==> src/design/circle_canvas_rasterizer_core_assert.svh <==
// assertion macros used by the canvas rasterizer core
`ifndef CIRCLE_CANVAS_RASTERIZER_CORE_ASSERT_SVH
`define CIRCLE_CANVAS_RASTERIZER_CORE_ASSERT_SVH

// same-cycle implication, sampled on clk, off while in reset
`define CCR_ASSERT_NOW(label, ante, cons, msg) \
	label: assert property (@(posedge clk) disable iff (!arst_n) (ante) |-> (cons)) \
		else $error(msg);

// next-cycle implication, sampled on clk, off while in reset
`define CCR_ASSERT_NEXT(label, ante, cons, msg) \
	label: assert property (@(posedge clk) disable iff (!arst_n) (ante) |=> (cons)) \
		else $error(msg);

`endif

==> src/design/ccr_pkg.sv <==
// shared types and constants of the circle canvas rasterizer
package ccr_pkg;

	// default largest canvas side
	localparam int MAX_SIDE_DEF = 256;

	// field widths
	localparam int COORD_W    = 20;
	localparam int CHAR_W     = 8;
	localparam int SIDE_CFG_W = 9;
	localparam int SQ_W       = 2 * (COORD_W - 1);

	// fixed point: eight fraction bits
	localparam int Q_FRAC = 8;
	localparam int Q_ONE  = 1 << Q_FRAC;

	// shape characters
	localparam logic [CHAR_W-1:0] CHAR_OUTLINE = 8'h63;
	localparam logic [CHAR_W-1:0] CHAR_FILLED  = 8'h43;

	// register reset values
	localparam logic [SIDE_CFG_W-1:0] WIDTH_RST  = 9'd1;
	localparam logic [SIDE_CFG_W-1:0] HEIGHT_RST = 9'd1;
	localparam logic [CHAR_W-1:0]     BG_RST     = 8'd32;

	// register indexes
	localparam logic [1:0] REG_CANVAS_WIDTH  = 2'd0;
	localparam logic [1:0] REG_CANVAS_HEIGHT = 2'd1;
	localparam logic [1:0] REG_BACKGROUND    = 2'd2;

	typedef enum logic [1:0] {
		OP_CLEAR = 2'd0,
		OP_DRAW  = 2'd1,
		OP_READ  = 2'd2
	} opcode_t;

	typedef enum logic [2:0] {
		ST_IDLE,
		ST_CLEAR,
		ST_SETUP,
		ST_DRAW,
		ST_DRAIN,
		ST_READ
	} state_t;

	// per-draw constants handed to the distance pipeline
	typedef struct packed {
		logic            filled;
		logic            rm_neg;
		logic [SQ_W-1:0] r2;
		logic [SQ_W-1:0] rm2;
	} draw_ctl_t;

endpackage

==> src/design/ccr_dist_pipe.sv <==
// squared-distance pixel test pipeline for circle drawing
module ccr_dist_pipe #(
	parameter int SIDE_W = 8
) (
	input  logic                                 clk,
	input  logic                                 arst_n,
	input  logic                                 pix_vld,
	input  logic [SIDE_W-1:0]                    pix_col,
	input  logic [SIDE_W-1:0]                    pix_row,
	input  logic signed [ccr_pkg::COORD_W-1:0]   cx,
	input  logic signed [ccr_pkg::COORD_W-1:0]   cy,
	input  ccr_pkg::draw_ctl_t                   ctl,
	output logic                                 wr_en,
	output logic [2*SIDE_W-1:0]                  wr_addr,
	output logic                                 busy
);

	localparam int POS_W = SIDE_W + ccr_pkg::Q_FRAC;
	localparam int DX_W  = ((POS_W > ccr_pkg::COORD_W - 1) ? POS_W : ccr_pkg::COORD_W - 1) + 2;
	localparam int SQ2_W = 2 * DX_W;
	localparam int D2_W  = SQ2_W + 1;

	logic                     vld_s1, vld_s2;
	logic [2*SIDE_W-1:0]      addr_s1, addr_s2;
	logic signed [DX_W-1:0]   dx_s1, dy_s1;
	logic [SQ2_W-1:0]         sqx_s2, sqy_s2;

	logic signed [DX_W-1:0]   pos_x, pos_y, cx_ext, cy_ext;
	logic signed [SQ2_W-1:0]  dx_ext, dy_ext, sqx_c, sqy_c;
	logic [D2_W-1:0]          d2, r2_ext, rm2_ext;
	logic                     in_circle, border;

	// pixel position in fixed point minus the centre
	assign pos_x  = $signed(DX_W'(pix_col) << ccr_pkg::Q_FRAC);
	assign pos_y  = $signed(DX_W'(pix_row) << ccr_pkg::Q_FRAC);
	assign cx_ext = {{(DX_W - ccr_pkg::COORD_W){cx[ccr_pkg::COORD_W-1]}}, cx};
	assign cy_ext = {{(DX_W - ccr_pkg::COORD_W){cy[ccr_pkg::COORD_W-1]}}, cy};

	// offsets squared
	assign dx_ext = {{DX_W{dx_s1[DX_W-1]}}, dx_s1};
	assign dy_ext = {{DX_W{dy_s1[DX_W-1]}}, dy_s1};
	assign sqx_c  = dx_ext * dx_ext;
	assign sqy_c  = dy_ext * dy_ext;

	// valid bits
	always_ff @(posedge clk or negedge arst_n) begin
		if (!arst_n) begin
			vld_s1 <= 1'b0;
			vld_s2 <= 1'b0;
		end else begin
			vld_s1 <= pix_vld;
			vld_s2 <= vld_s1;
		end
	end

	// offset stage and square stage
	always_ff @(posedge clk) begin
		dx_s1   <= pos_x - cx_ext;
		dy_s1   <= pos_y - cy_ext;
		addr_s1 <= {pix_row, pix_col};
		sqx_s2  <= $unsigned(sqx_c);
		sqy_s2  <= $unsigned(sqy_c);
		addr_s2 <= addr_s1;
	end

	// sum and compare against radius and inner radius
	assign d2        = D2_W'(sqx_s2) + D2_W'(sqy_s2);
	assign r2_ext    = D2_W'(ctl.r2);
	assign rm2_ext   = D2_W'(ctl.rm2);
	assign in_circle = (d2 <= r2_ext);
	assign border    = ctl.rm_neg || (d2 > rm2_ext);

	assign wr_en   = vld_s2 && in_circle && (border || ctl.filled);
	assign wr_addr = addr_s2;
	assign busy    = vld_s1 || vld_s2;

endmodule

==> config.mk <==
export PLATFORM = sky130hd
export DESIGN_NAME = ccr_dist_pipe
export DESIGN_NICKNAME = d
export VERILOG_FILES = /design/src/design/circle_canvas_rasterizer_core_assert.svh /design/src/design/ccr_pkg.sv /design/src/design/ccr_dist_pipe.sv
export SDC_FILE = /design/constraint.sdc
export NUM_CORES = 2
export LEC_CHECK = 0
export BUFFER_PORTS_ARGS = -buffer_cell sky130_fd_sc_hd__buf_2
export CORE_MARGIN = 2
export CORE_UTILIZATION = 50
export DETAILED_ROUTE_END_ITERATION = 6
export GPL_ROUTABILITY_DRIVEN = 0
export PLACE_DENSITY_LB_ADDON = 0.15
export SETUP_SLACK_MARGIN = 0.05
export SLEW_MARGIN = 20
export SYNTH_ARGS = -nofsm -noshare
export SYNTH_HDL_FRONTEND = slang
export SYNTH_SLANG_ARGS = --single-unit
==> constraint.sdc <==
create_clock -name clk -period 6.7 [get_ports clk]
set_input_delay 1.34 -clock clk [delete_from_list [all_inputs] [get_ports clk]]
set_output_delay 1.34 -clock clk [all_outputs]
set_load 0.005 [all_outputs]
# == Yosys cells after proc, flatten, opt, wreduce, memory -nomap -nowiden ==
# Index checks and enable logic that the tools add are counted.
# op_classes
magnitude_cmp,2
n_addsub,3
multipliers,2
n_reduce_logical,5
# op_table
cell,n
$mul A21 B21 Y42,2
$add A42 B42 Y43,1
$gt A43 B38 Y1,1
$le A43 B38 Y1,1
$sub A17 B20 Y21,2
$logic_or A1 B1 Y1,3
$logic_and A1 B1 Y1,2
# totals
regBits,160
output_inout_bits,18
inputBits,137
word_cells,20

# == Depth between registers and ports, before layout ==
# depth
depth_word,5
depth_mapped,28
depth_no_buf,27

# == Least setup slack after synthesis ==
# Ideal clock, no wire load.
# synth_path
kind,flip-flop to flip-flop
start,register dx_s1[20]
end,register sqx_s2[39]
path_slack_ns,-0.365
path_stages_with_launch,25
t_arrival_ns,6.993
synth_period_minus_slack_ns,7.065
required_time_ns,6.628
setup_time_ns,0.072
path_buffers,2
path_cell_list,dfxtp_1 -> clkbuf_1 -> clkbuf_1 -> nand2_1 -> fa_1 -> inv_1 -> fa_1 -> fa_1 -> fa_1 -> inv_1 -> fa_1 -> fa_1 -> inv_1 -> fa_1 -> ha_1 -> a21o_1 -> a21o_1 -> a221o_1 -> a41oi_1 -> a311oi_1 -> o21ai_1 -> nand2b_1 -> a311o_1 -> a21oi_1 -> xnor2_1
# synth_between
elab_chain_cells,1
# synth_lines
element,line_no,source
"start, declared",ccr_dist_pipe.sv:25,"logic signed [DX_W-1:0] dx_s1, dy_s1;"
"start signal, assigned",ccr_dist_pipe.sv:58,dx_s1 <= pos_x - cx_ext;
$mul A21 B21 Y42,ccr_dist_pipe.sv:42,assign sqx_c = dx_ext * dx_ext;
named net sqx_c[39],ccr_dist_pipe.sv:29,"logic signed [SQ2_W-1:0] dx_ext, dy_ext, sqx_c, sqy_c;"
"end signal, assigned",ccr_dist_pipe.sv:61,sqx_s2 <= $unsigned(sqx_c);
"end, declared",ccr_dist_pipe.sv:26,"logic [SQ2_W-1:0] sqx_s2, sqy_s2;"
# The timed path passes the listed nets, and every way through them passes these cells.

# == Worst setup path in the final report ==
# layout_path
start,register sqx_s2[16]
end,output wr_en
# layout_between
elab_chain_cells,5
elab_cells_between_ends,7
cone_classes,add/sub: 1; order compare: 2; reduce/logical: 4
# layout_lines
element,line_no,source
$add A42 B42 Y43 (*),ccr_dist_pipe.sv:67,assign d2 = D2_W'(sqx_s2) + D2_W'(sqy_s2);
$gt A43 B38 Y1,ccr_dist_pipe.sv:71,assign border = ctl.rm_neg || (d2 > rm2_ext);
$logic_or A1 B1 Y1,ccr_dist_pipe.sv:71,
$logic_or A1 B1 Y1,ccr_dist_pipe.sv:73,assign wr_en = vld_s2 && in_circle && (border || ctl.filled);
$logic_and A1 B1 Y1 (*),ccr_dist_pipe.sv:73,
"end, declared",ccr_dist_pipe.sv:13,"output logic wr_en,"
# Every way passes the cells marked *; elsewhere a longest branch is shown, timed or not.

==> reports/results.md <==
## Drt
* 90.0 mm — final wirelength
* 27809 — via count
* 6 — number of optimization iterations in the first detailed-route pass
* 16.1 um — Routed WL per cell
* 1289 — Detailed Route Iter0 Violations
* 4.97 — post-DR vias/cell
* 0 — antenna viol nets, final
* 0 — number of DRC violations after detailed routing

## Setup path
* ha_1, o21ai_0, o211a_1, inv_1, or3_1, o211a_4, a22o_1, o22ai_1, xnor2_1, ha_1, nand4_1, nor4_2, o21ai_0, a21oi_1, o41ai_4, o2111a_1, o2111ai_2, nor3_1, and3_1, buf_2 — Critical Path, Cell by Cell
* compound AO/OA/AOI/OAI gates — Largest delay share family, worst path
* sky130_fd_sc_hd__o41ai_4 — highest-delay cell along the critical path
* flip-flop — startpoint kind of the worst setup timing path
* 5.59 ns — endpoint arrival time on the critical path
* 5.36 ns — worst endpoint required time
* reg2out — Setup Crit Path Kind
* 3 — maximum net fanout on the critical path
* output pin — endpoint class of the critical path
* 2 — crit path buf inv count
* 0.63 ns — maximum cell stage delay along the critical path

## Final layout
* 20.2% — layout overhead on the synthesized area
* 6485 — fill cell total of the finished layout
* 0.211 — fraction of final layout cells sized beyond drive strength 1
* 5596 — final instance count without filler cells
* 0 — Antenna diodes
* 5968 — NumNets Final

## Clock tree
* sky130_fd_sc_hd__clkbuf_16 — clk root buf
* 158 — Clock Sinks
* built — clock tree from TritonCTS
* 2 — deepest clock path buffer count
* 4 — CTS H-Tree Depth
* 0.08 ns — clock transition time at the flip-flop clock pins of the worst setup and hold paths
* 0.50 ns — clock latency on the worst-skew pair
* 17 — CTS buffer count

## Global route
* 2 — initial antenna violation count
* 30106 — vias in the first global route
* 148 mm — wire length of the first global-routing pass
* 24 — maximum number of pins on one net before global-route repair
* 0 — GR Overflow Total
* 0.245 — Total Routing Usage GR

## Synth
* 9.36 um2 — Post-Syn Area per Cell
* 5379 — post-synth net total
* 4025 — number of instances in the synthesized netlist
* 0.443 — fraction of synthesized cell area taken by the top area cell type
* sky130_fd_sc_hd__inv_1 — dominant cell by count in the synthesized netlist
* sky130_fd_sc_hd__fa_1 (44%), sky130_fd_sc_hd__ha_1 (13%), sky130_fd_sc_hd__inv_1 (12%), sky130_fd_sc_hd__dfxtp_1 (8.3%), sky130_fd_sc_hd__nand2_1 (3.2%) — leading post-synthesis cells by cell area
* 0 — yosys synthesis warning count
* 0.0843 — sequential area share after synthesis
* 158 — register bit total from synthesis
* 0 — number of enable flip-flop cells after synthesis
* 78 — Synth cell types
* sky130_fd_sc_hd__inv_1 (1170), sky130_fd_sc_hd__fa_1 (834), sky130_fd_sc_hd__ha_1 (383), sky130_fd_sc_hd__nand2_1 (319), sky130_fd_sc_hd__dfxtp_1 (156) — most instantiated cells after synthesis
* 37700 um2 — netlist area before placement
* sky130_fd_sc_hd__fa_1 — largest area contributor in the synthesized netlist
* 0.0127 — proportion of register bits with asynchronous set or reset after synthesis
* sky130_fd_sc_hd__dfxtp_1 — most common flop cell mapped by yosys

## Placement
* 5516 — Post-Place Cells
* 78.5 mm — Detail Placement HPWL
* 154 — I/O Buffers

## Floorplan
* 155 — ports placed on the boundary
* 278 um — die boundary height
* 77500 um2 — die footprint
* 100 — Std-Cell Rows
* 278 um — width of the chip
* 0.506 — Initial Utilization
* 74400 um2 — Floorplan Core Area

## Timing
* true — unrepaired setup endpoints after global routing
* 0 — Final Hold Fails
* 0.359 — headroom to the max-slew limit
* 6.93 ns — minimum clock period
* -0.234 ns — smallest setup slack after layout
* 0.949 ns — Tightest Pin Transition
* 1.03 — final period utilization
* 0.144 GHz — Fmax
* 3 — number of setup violations in the final report
* 0 — Final Slew Violations
* 0.0170 ns — Fin Clk Skew

## Outcome
* setup timing — failing checks
* finished with violations — status

## Run
* 0 — number of violations of the max-capacitance limit

## Worst hold path
* reg2reg — path category of the worst min-delay check

-- worst paths after layout --
path	startpoint	end	slack [ns]	cells after the start
max in group asynchronous	arst_n	vld_s1	5.98	1
min in group asynchronous	arst_n	vld_s2	0.62	1
setup / recovery	sqx_s2[16]	wr_en	-0.23	20
hold reg to reg	addr_s1[2]	wr_addr[2]	0.33	0
hold / removal	addr_s1[2]	wr_addr[2]	0.33	0
setup reg to reg	dy_s1[10]	sqy_s2[40]	-0.12	25
-- registers in the layout, summed over array words and instances, names as in the netlist --
| name | cells |
|---|---|
| vld_s1 | 1 |
| wr_addr | 16 |
| sqy_s2 | 41 |
| sqx_s2 | 41 |
| dy_s1 | 21 |
| dx_s1 | 21 |
| addr_s1 | 16 |
| vld_s2 | 1 |
-- stage by stage --
| step | util | area, um2 | TNS [ns] | setup WS, ns | hold WS [ns] |
|---|---|---|---|---|---|
| 2_1_floorplan | - | 37800 | 0 | 0.00961 | 0.310 |
| 3_3_place_gp | 0.578 | 43100 | -1.64 | -0.184 | 0.310 |
| 3_5_place_dp | 0.578 | 43100 | -1.85 | -0.246 | 0.313 |
| 4_1_cts | 0.592 | 44100 | -0.269 | -0.136 | 0.331 |
| 5_1_grt | 0.608 | 45300 | -2.99 | -0.422 | 0.336 |
| 6_report | 0.608 | 45300 | -0.354 | -0.234 | 0.328 |
-- cells in the final DEF (no fill, tap or decap), types with 58 or more instances in the layout --
master / n
sky130_fd_sc_hd__nand2_1: 298
sky130_fd_sc_hd__xnor2_1: 126
sky130_fd_sc_hd__a21o_1: 90
sky130_fd_sc_hd__o21ai_0: 58
sky130_fd_sc_hd__fa_1: 805
sky130_fd_sc_hd__buf_2: 154
sky130_fd_sc_hd__inv_1: 1137
sky130_fd_sc_hd__a21oi_1: 102
sky130_fd_sc_hd__xor2_1: 59
sky130_fd_sc_hd__nor2_1: 108
sky130_fd_sc_hd__and2_1: 119
sky130_fd_sc_hd__buf_4: 449
sky130_fd_sc_hd__dfxtp_1: 119
sky130_fd_sc_hd__ha_1: 358
-- cell families after synthesis --
kind of cell	count (synthesis)	share of synthesized area
muxes	3	0.000864
AOI/OAI and AO/OA	437	0.0785
buffers and inverters	1266	0.126
and+or+nand+nor	757	0.0959
xor gates and xnor gates	187	0.0435
DFF	158	0.0843
adders and majority gates	1217	0.571
-- per-layer routing --
metal	wire length (um)	track usage	vias to the layer above	part of all wire
met2	45200	0.431	481	0.50
li1	-	-	13212	-
met3	3530	0.0277	121	0.039
met5	0	0	-	0
met1	39000	0.320	13995	0.43
met4	2240	0.0697	0	0.025
-- worst register-to-register path, delay by kind of cell (launching register included) --
kind            cells  cell delay (ns)
buf+inv             6             0.51
fa+ha+maj           8             3.76
simple gates        2             0.31
xor+xnor            1             0.12
compound gates      8             1.66
flops               1             0.38
-- what timing repair did --
item	in CTS	in global routing
pin swaps	33	167
hold endpoints to repair	0	0
hold buffers	0	0
setup endpoints to repair	23	30
gates cloned	1	1
gates resized for setup	90	252
buffers inserted	17	32
-- area by class of cell --
type / count / area, um2 / share of cell area
Clock buffer: 19 / 433 / 0.00957
Clock inverter: 13 / 178 / 0.00393
Inverter: 1171 / 4400 / 0.0972
Multi-Input combinational cell: 2601 / 30700 / 0.679
Sequential cell: 158 / 3260 / 0.0721
Tap cell: 969 / 1210 / 0.0268
Timing Repair Buffer: 665 / 5040 / 0.111
Power is not shown: default switching activity piles up to over one toggle a cycle in this logic, so the estimate is an artifact.
